<file path="src/sv/bcs_pkg.sv">
// ----------------------------------------------------------------------------
// Bezier curve sampler package
// Shared widths, codes and controller/datapath interface types.
// ----------------------------------------------------------------------------
package bcs_pkg;

   localparam int COORD_W    = 32;
   localparam int NUM_AXES   = 3;
   localparam int FRAC_W     = 16;
   localparam int T_W        = 17;
   localparam int RES_W      = 6;
   localparam int PC_W       = 5;
   localparam int IDX_W      = 4;
   localparam int CSR_IDX_W  = 1;
   localparam int CSR_DATA_W = 6;
   localparam int DIV_CNT_W  = 5;

   localparam logic [DIV_CNT_W-1:0] DIV_STEPS = 5'd17;
   localparam logic [T_W-1:0]       T_ONE     = 17'h10000;

   localparam logic CMD_LOAD     = 1'b0;
   localparam logic CMD_GENERATE = 1'b1;

   localparam logic [CSR_IDX_W-1:0] CSR_POINT_COUNT = 1'd0;
   localparam logic [CSR_IDX_W-1:0] CSR_RESOLUTION  = 1'd1;

   localparam logic [PC_W-1:0]  POINT_COUNT_RESET = 5'd4;
   localparam logic [RES_W-1:0] RESOLUTION_RESET  = 6'd16;

   typedef logic [NUM_AXES-1:0][COORD_W-1:0] point_type;

   typedef struct packed {
      logic             load;
      logic             gen_start;
      logic             div_run;
      logic             rd_ctrl;
      logic             cap_a;
      logic             single;
      logic             mul;
      logic             add_wr;
      logic             emit;
      logic [RES_W-1:0] res;
      logic [RES_W-1:0] index;
      logic             last;
   } bcs_cmd_type;

   typedef struct packed {
      logic div_done;
   } bcs_sts_type;

endpackage

</file>
<file path="src/sv/bcs_ctrl.sv">
// ----------------------------------------------------------------------------
// Bezier curve sampler controller
// Sequences the parameter divider, the de Casteljau rounds and the sample
// transfers; drives store addresses and datapath commands.
// ----------------------------------------------------------------------------
module bcs_ctrl
   import bcs_pkg::*;
#(
   parameter int MAX_POINTS = 16,
   localparam int AW = $clog2(MAX_POINTS),
   localparam int CW = $clog2(MAX_POINTS + 1)
) (
   input  logic              clock,
   input  logic              reset,
   input  logic              start,
   input  logic              req_cmd,
   input  logic [CW-1:0]     point_count_eff,
   input  logic [RES_W-1:0]  resolution_eff,
   input  bcs_sts_type       sts,
   output logic              busy,
   output bcs_cmd_type       cmd,
   output logic [AW-1:0]     rd_addr,
   output logic [AW-1:0]     wr_addr
);

   localparam logic [2:0] S_IDLE  = 3'd0;
   localparam logic [2:0] S_DIV   = 3'd1;
   localparam logic [2:0] S_RD_A  = 3'd2;
   localparam logic [2:0] S_GET_A = 3'd3;
   localparam logic [2:0] S_GET_B = 3'd4;
   localparam logic [2:0] S_ADD   = 3'd5;
   localparam logic [2:0] S_EMIT  = 3'd6;

   logic [2:0]       state_ff, state_in;
   logic [CW-1:0]    n_ff, n_in;
   logic [CW-1:0]    r_ff, r_in;
   logic [AW-1:0]    k_ff, k_in;
   logic [RES_W-1:0] res_ff, res_in;
   logic [RES_W-1:0] i_ff, i_in;
   logic             more_lerps;

   always_comb begin
      state_in = state_ff;
      n_in     = n_ff;
      r_in     = r_ff;
      k_in     = k_ff;
      res_in   = res_ff;
      i_in     = i_ff;
      cmd         = '0;
      cmd.res     = res_ff;
      cmd.index   = i_ff;
      cmd.last    = (i_ff == res_ff);
      cmd.rd_ctrl = (r_ff == CW'(1));
      rd_addr  = '0;
      wr_addr  = k_ff;
      busy     = (state_ff != S_IDLE);
      more_lerps = ((CW'(k_ff) + CW'(1)) < (n_ff - r_ff));
      case (state_ff)
         S_IDLE: begin
            if (start) begin
               if (req_cmd == CMD_LOAD) begin
                  cmd.load = 1'b1;
               end else begin
                  cmd.gen_start = 1'b1;
                  n_in     = point_count_eff;
                  res_in   = resolution_eff;
                  i_in     = '0;
                  state_in = S_DIV;
               end
            end
         end
         S_DIV: begin
            cmd.div_run = 1'b1;
            if (sts.div_done) begin
               r_in     = CW'(1);
               state_in = S_RD_A;
            end
         end
         S_RD_A: begin
            state_in = S_GET_A;
         end
         S_GET_A: begin
            cmd.cap_a = 1'b1;
            rd_addr   = AW'(1);
            k_in      = '0;
            if (n_ff == CW'(1)) begin
               cmd.single = 1'b1;
               state_in   = S_EMIT;
            end else begin
               state_in = S_GET_B;
            end
         end
         S_GET_B: begin
            cmd.mul  = 1'b1;
            state_in = S_ADD;
         end
         S_ADD: begin
            cmd.add_wr = 1'b1;
            if (more_lerps) begin
               rd_addr  = AW'(k_ff + AW'(2));
               k_in     = AW'(k_ff + AW'(1));
               state_in = S_GET_B;
            end else if ((r_ff + CW'(1)) == n_ff) begin
               state_in = S_EMIT;
            end else begin
               r_in     = r_ff + CW'(1);
               state_in = S_RD_A;
            end
         end
         S_EMIT: begin
            cmd.emit = 1'b1;
            if (i_ff == res_ff) begin
               state_in = S_IDLE;
            end else begin
               i_in     = i_ff + RES_W'(1);
               r_in     = CW'(1);
               state_in = S_RD_A;
            end
         end
         default: begin
            state_in = S_IDLE;
         end
      endcase
   end

   always_ff @(posedge clock) begin
      if (reset) begin
         state_ff <= S_IDLE;
      end else begin
         state_ff <= state_in;
      end
      n_ff   <= n_in;
      r_ff   <= r_in;
      k_ff   <= k_in;
      res_ff <= res_in;
      i_ff   <= i_in;
   end

`ifndef SYNTHESIS
   a_lerp_in_range: assert property (@(posedge clock) disable iff (reset)
      (state_ff == S_ADD) |-> ((CW'(k_ff) + r_ff) < n_ff))
      else $error("lerp index beyond active round");
`endif

endmodule

</file>
<file path="config.mk">
export PLATFORM = sky130hd
export DESIGN_NAME = bcs_ctrl
export DESIGN_NICKNAME = d
export VERILOG_FILES = /design/src/sv/bcs_pkg.sv /design/src/sv/bcs_ctrl.sv
export SDC_FILE = /design/constraint.sdc
export NUM_CORES = 1
export LEC_CHECK = 0
export BUFFER_PORTS_ARGS = -buffer_cell sky130_fd_sc_hd__buf_2
export CAP_MARGIN = 0
export CORE_MARGIN = 2
export CORE_UTILIZATION = 30
export CTS_BUF_LIST = sky130_fd_sc_hd__clkbuf_4 sky130_fd_sc_hd__clkbuf_8
export CTS_CLUSTER_DIAMETER = 100
export DETAILED_ROUTE_END_ITERATION = 12
export SYNTH_ARGS = -nofsm -noshare
export SYNTH_HDL_FRONTEND = slang
export SYNTH_SLANG_ARGS = --single-unit
export TNS_END_PERCENT = 30
</file>
<file path="constraint.sdc">
create_clock -name clock -period 7.9 [get_ports clock]
set_clock_uncertainty 0.05 [all_clocks]
set_input_delay 1.58 -clock clock [delete_from_list [all_inputs] [get_ports clock]]
set_output_delay 1.58 -clock clock [all_outputs]
set_load 0.02 [all_outputs]
</file>
**Word-level counts from Yosys, hierarchy flattened**

Index checks and enable logic that the tools add are counted.

- Bits in registers: 29
- Input port bits: 16
- Output and inout bits: 31
- Word-level logic and storage cells: 71

- $add $sub $neg: 6
- Magnitude comparators: 1
- Equality and inequality tests: 17
- Multiplexer cells: 31
- Reduce and logical (&&, ||, !) cells: 10

Operators with widths:

| cell | number |
|---|---|
| 3-bit case mux with 7 select lines | 1 |
| 5-bit 2-to-1 mux | 4 |
| 6-bit 2-to-1 mux | 3 |
| 4-bit case mux with 2 select lines | 2 |
| 3-bit 2-to-1 mux | 5 |
| 5-bit case mux with 3 select lines | 1 |
| 2-bit != test (second input constant) | 7 |
| 6-bit case mux with 2 select lines | 1 |
| 5-bit by 1-bit equality test with 1-bit output (second input constant) | 2 |
| 2-bit 2-to-1 mux | 5 |
| 3-bit equality test (second input constant) | 3 |
| 4-bit 2-to-1 mux | 2 |
| 1-bit 2-to-1 mux | 7 |
| 6-bit by 1-bit adder with 6-bit output (second input constant) | 1 |
| 3-bit by 2-bit equality test with 1-bit output (second input constant) | 2 |
| 6-bit equality test | 1 |
| 3-bit AND reduction | 2 |
| 3-bit nonzero test | 2 |
| 4-bit by 1-bit adder with 5-bit output (second input constant) | 1 |
| 5-bit by 1-bit adder with 5-bit output (second input constant) | 1 |
| 5-bit equality test | 1 |
| 5-bit less-than comparator | 1 |
| 5-bit AND reduction | 1 |
| 5-bit subtractor | 1 |
| 7 further kinds | 8 |

**Logic depth before layout (Yosys ltp)**

Gate-level depths: netlist of the first run.

- Depth in word-level cells: 5
- Depth in mapped cells: 11
- Depth with buffers taken out: 11

**Worst setup path before layout of the first run**

OpenSTA, ideal clock, no wires.

- Kind: register to output
- From: register n_ff[1]
- To: output rd_addr[0]
- Arrival: 2458 ps
- Data required time: 6270 ps
- Path slack: 3812 ps
- Stages on the path, launching flop included: 10
- Buffers on the path: 0
- Cells stage by stage: edfxtp_1 > ha_1 > a21o_1 > a21oi_1 > xor2_1 > ha_1 > or2_2 > a211oi_1 > a21oi_2 > o21ai_1

- Cells in the longest elaborated chain, start to end: 4

RTL lines:

| item | RTL line | source |
|---|---|---|
| from (decl) | bcs_ctrl.sv:35 | `logic [CW-1:0] n_ff, n_in;` |
| from (signal assigned) | bcs_ctrl.sv:132 | `n_ff <= n_in;` |
| 5-bit subtractor | bcs_ctrl.sv:57 | `more_lerps = ((CW'(k_ff) + CW'(1)) < (n_ff - r_ff));` |
| 5-bit less-than comparator | bcs_ctrl.sv:57 |  |
| 4-bit 2-to-1 mux | bcs_ctrl.sv:99 | `if (more_lerps) begin` |
| 4-bit case mux with 2 select lines | bcs_ctrl.sv:58 | `case (state_ff)` |
| to (decl) | bcs_ctrl.sv:22 | `output logic [AW-1:0] rd_addr,` |

Every way passes these cells.

**Final worst setup path of the first run**

- From: register n_ff[0]
- To: output rd_addr[0]

The elaborated chain is that of the path after synthesis.

==> results of run 1 <==
==> kinds of logic (layout without fill, tap and decap cells) <==
kind of cell | count (synthesis) | in the layout | synth area share [%]
buf+inv | 15 | 66 | 4.03
compound gates | 22 | 22 | 8.26
simple gates | 57 | 57 | 17.4
mux | 1 | 1 | 0.556
xor+xnor | 25 | 25 | 12.9
fa+ha+maj | 14 | 14 | 10.1
flops | 29 | 29 | 46.7
==> layout make-up <==
type                            instances  area, µm²  share of cell area, %
Clock inverter                          3       17.5                  0.801
Sequential cell                        29        841                   38.5
Tap cell                               75       93.8                   4.29
Clock buffer                            5       68.8                   3.15
Multi-Input combinational cell        119        888                   40.6
Timing Repair Buffer                   46        230                   10.5
Inverter                               12       46.3                   2.12
==> flip-flops by register name, summed over array words and instances, names as in the netlist <==
signal / flops
n_ff: 5
i_ff: 6
r_ff: 5
state_ff: 3
wr_addr: 4
res_ff: 6
==> worst min path at each step <==
stage,startpoint,endpoint,slack (ns)
3_3_place_gp,r_ff[0]$_SDFFCE_PN1P_,r_ff[0]$_SDFFCE_PN1P_,0.58
6_report,r_ff[0]$_SDFFCE_PN1P_,r_ff[0]$_SDFFCE_PN1P_,0.61
5_1_grt,r_ff[0]$_SDFFCE_PN1P_,r_ff[0]$_SDFFCE_PN1P_,0.64
3_5_place_dp,r_ff[0]$_SDFFCE_PN1P_,r_ff[0]$_SDFFCE_PN1P_,0.59
4_1_cts,r_ff[0]$_SDFFCE_PN1P_,r_ff[0]$_SDFFCE_PN1P_,0.61
2_1_floorplan,r_ff[0]$_SDFFCE_PN1P_,r_ff[0]$_SDFFCE_PN1P_,0.55
==> routing by layer <==
layer / routed length [µm] / track usage, % / up-vias
li1: - / - / 674
met1: 1730 / 16.1 / 617
met2: 1710 / 17.8 / 34
met3: 182 / 3.30 / 2
met4: 35 / 3.05 / 0
met5: 0 / 0 / -
==> synth_stat cells (all sizes together) <==
| library cell | number |
|---|---|
| a22o | 1 |
| ha | 13 |
| nand2b | 1 |
| nor2b | 2 |
| inv | 11 |
| and3 | 5 |
| o31a | 1 |
| o211a | 1 |
| nor4 | 1 |
| o31ai | 1 |
| dfxtp | 3 |
| nand2 | 7 |
| fa | 1 |
| nor3b | 2 |
| nand4 | 2 |
| nand3b | 1 |
| nor4b | 1 |
| or3 | 2 |
| a21o | 3 |
| nand3 | 6 |
| nor3 | 3 |
| a21oi | 6 |
| mux2i | 1 |
| or2 | 2 |
| xor2 | 9 |
| edfxtp | 26 |
| a31oi | 4 |
| o21ai | 3 |
| a211oi | 1 |
| buf | 3 |
| o32a | 1 |
| clkinv | 1 |
| and2 | 4 |
| nor2 | 18 |
| xnor3 | 1 |
| xnor2 | 15 |
==> through the flow <==
stage | setup WS [ns] | power, µW
after floorplan | 3.81 | 214
after global placement | 3.50 | 227
after detailed placement | 3.46 | 228
after CTS | 3.32 | 345
after global routing | 3.18 | 359
final | 3.35 | 341
==> power groups by stage <==
| stage | clock, µW | sequential, µW | combinational (µW) |
|---|---|---|---|
| 2_1_floorplan | 0 | 184 | 30.2 |
| 3_3_place_gp | 0 | 183 | 43.9 |
| 3_5_place_dp | 0 | 183 | 44.6 |
| 4_1_cts | 120 | 180 | 44.8 |
| 5_1_grt | 129 | 180 | 50.0 |
| 6_report | 117 | 180 | 44.1 |
==> metrics.yaml, run 1 <==
outcome:
  outcome: "completed"
die:
  die_area_um2: 6640
  rows: 28
  initial_core_util_pct: 30.8
  ios: 47
  die_h_um: 81.5
  core_um2: 5850
  die_width_um: 81.5
global_route:
  antenna_found_initial: 0
  grt_usage_pct: 11.6
  grt_max_degree: 14
  grt_pass1_vias: 1226
  grt_pass1_wl_um: 5840
  overflow: 0
pwr:
  power_leakage_uw: 0.000970
  swShare_pct: 25.6
  powerDensity_nw_per_um2: 156
  switchingPower_uw: 87.4
  seqPwrFrac_pct: 52.7
  clkPwrFrac_pct: 34.4
  comb_power_share_pct: 12.9
  ir_drop_uv: 151
  cell_internal_pwr_uw: 254
clock_tree:
  hold_buffers: 0
  ctsResizeCount: 0
  cts.reportedPaths.clkPinSlew_ns: 0.06
  h-tree-depth: 2
  cts_buffer_depth: 2
  clockRootBuffer: "clkbuf_8"
  numCtsBuffers: 5
  cts_post_setup_buffers_inserted: 0
  cts_tree: "done"
  clock-sinks: 29
  clock_latency_ns: 0.27
sta:
  hold_ws_ns: 0.610
  hold_viol: 0
  tns_ns: 0
  min_period_ns: 4.55
  max_slew_margin_pct: 36.4
  fmax_mhz: 220
  rsz0062_at_grt: "false"
  slew_viol_final: 0
  min_period_over_period_pct: 57.6
  setup_viol: 0
  worstMarginPinSlew_ns: 0.950
detailed_routing:
  wirelength_um: 3670
  routedWlPerCell_um: 12.7
  drt_iter0_drc: 48
  vias: 1327
  drc: 0
  vias_per_cell: 4.59
  drtPass1Iterations: 4
  final_antenna_net_count: 0
layout:
  area_growth_pct: 21.3
  final_nets: 243
  diodes: 0
  fin_area_um2: 2190
  final_common_cell: "buf_2"
  final_cells: 289
  most-common-layout-cells: "buf_2, edfxtp_1, nor2_1, xnor2_1, ha_1"
  final_util_pct: 37.4
  drive_above_1_share_pct: 28.5
  final.fill_count: 588
yosys:
  syn-num-nets: 193
  synth_seq_cells: 29
  avgSynthCellArea_um2: 11.1
  synth.top_cell.area_share_pct: 43.3
  synth_top_area_cell: "edfxtp_1"
  synth_area_leaders: "edfxtp_1, ha_1, xnor2_1"
  synth_cells: 163
  synthDistinctLibCells: 42
  yosysWarnings: 0
  ys_seq_area_share_pct: 46.7
  syn_area_um2: 1800
setup_path:
  r2r_start: "n_ff[0]$_DFFE_PP_"
  worstReg2RegEnd: "r_ff[1]$_SDFFCE_PN0P_"
  crit_family: "compound AO/OA/AOI/OAI gates"
  critPathMaxStageDelay_ns: 0.45
  cp.required_ns: 6.27
  path_cells: "inv_1, ha_1, inv_1, fa_1, a21o_1, a21oi_1, xnor2_1, ha_1, a211oi_1, a21oi_2, o21ai_1, buf_2"
  cp_data_arrival_time_ns: 2.92
  start_kind: "flop"
  crit_path_end: "rd_addr[0]"
  rrSetupSlack_ns: 4.87
  critPathKind: "flop to output pin"
  crit_buf_inv: 3
  crit_cells: 12
  cp_max_fo: 7
  cpMaxStageDelayCell: "edfxtp_1"
  worst_setup_path_end_kind: "output pin"
  worst-r2r-cell-count: 11
  cp-startpoint: "n_ff[0]$_DFFE_PP_"
place:
  post_dp_cell_area_um2: 2100
  portBuffers: 46
  hpwl_um: 2920
  gp_congestion: 0.775
  dp_cells: 281
flow_run:
  maxCapViolations: 0
worst_hold_path:
  hold_path_depth: 1
  min_path_type: "flop to flop"
Power figures use the tool's default switching activity.
==> run 2: changes to the inputs <==
==> constraint.sdc (replaced) <==
create_clock -name clock -period 4 [get_ports clock]
set_clock_uncertainty 0.05 [all_clocks]
set_input_delay 0.8 -clock clock [delete_from_list [all_inputs] [get_ports clock]]
set_output_delay 0.8 -clock clock [all_outputs]
set_load 0.02 [all_outputs]
==> run 2 against run 1 <==
Against the previous run:
- power up 140%
- via count increased by 0.90%
- sequential cell count is the same
- worst setup slack lost 3.1 ns
- routed wire length grew 0.49%
- sequential power rose by 97%
- combinational power grew 100%
- critical path type unchanged
- largest cell class unchanged
- highest routed layer unchanged
==> metrics.yaml, run 2 (synthesis gave the netlist of run 1 again) <==
global_route:
  overflow: 0
  grt_pass1_vias: 1218
  grt_pass1_wl_um: 5730
  grt_max_degree: 14
  grt_usage_pct: 11.5
  antenna_found_initial: 0
clock_tree:
  h-tree-depth: 2
  clock_latency_ns: 0.28
  cts_tree: "done"
  hold_buffers: 0
  clockRootBuffer: "clkbuf_8"
  clock-sinks: 29
  ctsResizeCount: 0
  cts_post_setup_buffers_inserted: 0
  cts_buffer_depth: 2
  cts.reportedPaths.clkPinSlew_ns: 0.07
  numCtsBuffers: 5
die:
  ios: 47
  die_width_um: 81.5
  rows: 28
  core_um2: 5850
  die_h_um: 81.5
  initial_core_util_pct: 30.8
  die_area_um2: 6640
setup_path:
  critPathKind: "flop to output pin"
  worst_setup_path_end_kind: "output pin"
  cp.required_ns: 3.15
  worst-r2r-cell-count: 11
  cp_max_fo: 7
  cp_data_arrival_time_ns: 2.88
  start_kind: "flop"
layout:
  final_common_cell: "buf_2"
  area_growth_pct: 24.4
  drive_above_1_share_pct: 28.8
  final_util_pct: 38.3
  final_nets: 244
  most-common-layout-cells: "buf_2, edfxtp_1, nor2_1, xnor2_1, ha_1"
  diodes: 0
  top_regs: "i_ff x6, res_ff x6"
  final.fill_count: 593
place:
  hpwl_um: 2890
  dp_slack_ns: 0.565
  gp_congestion: 0.792
  portBuffers: 46
sta:
  worstMarginPinSlew_ns: 0.869
  fmax_mhz: 268
  slew_viol_final: 0
  min_period_ns: 3.73
  tns_ns: 0
  setup_slack_ns: 0.271
  setup_viol: 0
  max_slew_margin_pct: 41.4
  rsz0062_at_grt: "false"
  hold_viol: 0
  min_period_over_period_pct: 93.2
detailed_routing:
  final_antenna_net_count: 0
  vias_per_cell: 4.62
  drtPass1Iterations: 4
  wirelength_um: 3680
  drc: 0
  vias: 1339
  routedWlPerCell_um: 12.7
  drt_iter0_drc: 27
pwr:
  cell_internal_pwr_uw: 629
  total_power_uw: 805
  ir_drop_uv: 210
  swShare_pct: 21.8
  comb_power_share_pct: 11.1
  powerDensity_nw_per_um2: 359
  seqPwrFrac_pct: 44.0
  switchingPower_uw: 176
  power_leakage_uw: 0.000999
  clkPwrFrac_pct: 44.9
worst_hold_path:
  min_path_type: "flop to flop"
  hold_path_depth: 1
outcome:
  outcome: "completed"
flow_run:
  maxCapViolations: 0
## run 2: cell count changes in the layout (fill, tap and decap cells not counted)
| cell | change |
|---|---|
| buf_4 | +1 |
| bufinv_16 | +2 |
| clkinvlp_4 | -1 |
| clkinv_2 | -1 |
## run 2: final timing paths
check                              from                    end  slack [ns]
setup / recovery      n_ff[0]$_DFFE_PP_             rd_addr[0]        0.27
setup reg to reg      n_ff[0]$_DFFE_PP_  r_ff[2]$_SDFFCE_PN0P_        0.99
hold / removal    r_ff[0]$_SDFFCE_PN1P_  r_ff[0]$_SDFFCE_PN1P_        0.60
hold reg to reg   r_ff[0]$_SDFFCE_PN1P_  r_ff[0]$_SDFFCE_PN1P_        0.60
## run 2: area by class of cell
class                           instances  area [µm²]  area share [%]
Multi-Input combinational cell        119         888            39.6
Inverter                               12        46.3            2.07
Sequential cell                        29         841            37.5
Timing Repair Buffer                   47         238            10.6
Clock buffer                            5        68.8            3.07
Clock inverter                          3        65.1            2.90
Tap cell                               75        93.8            4.19
## run 2: metal layers
layer	part of all wire [%]	track usage, %
met1	48	15.2
met2	46	18.4
met3	4.5	3.08
met4	1.1	3.56
met5	0	0
## run 2: critical path: stages (launching register included)
cell	delay, ns
edfxtp_1	0.42
inv_1	0.08
ha_1	0.14
inv_1	0.06
fa_1	0.40
a21o_1	0.20
a21oi_1	0.17
xnor2_1	0.15
ha_1	0.28
a211oi_1	0.28
a21oi_2	0.13
o21ai_1	0.13
buf_2	0.17
## run 2: power by group through the flow
stage	Clock, µW	Combinational, µW	Sequential (µW)
2_1_floorplan	0	59.6	363
3_3_place_gp	0	89.3	361
3_5_place_dp	0	89.6	361
4_1_cts	370	90.3	355
5_1_grt	382	99.4	356
6_report	362	89.1	355
## run 2: through the flow
stage	instances	hold WS, ns	area (µm²)
detailed placement	282	0.577	2110
floorplan	163	0.547	1800
CTS	290	0.599	2240
global placement	282	0.574	2110
finish	290	0.598	2240
global route	290	0.629	2240
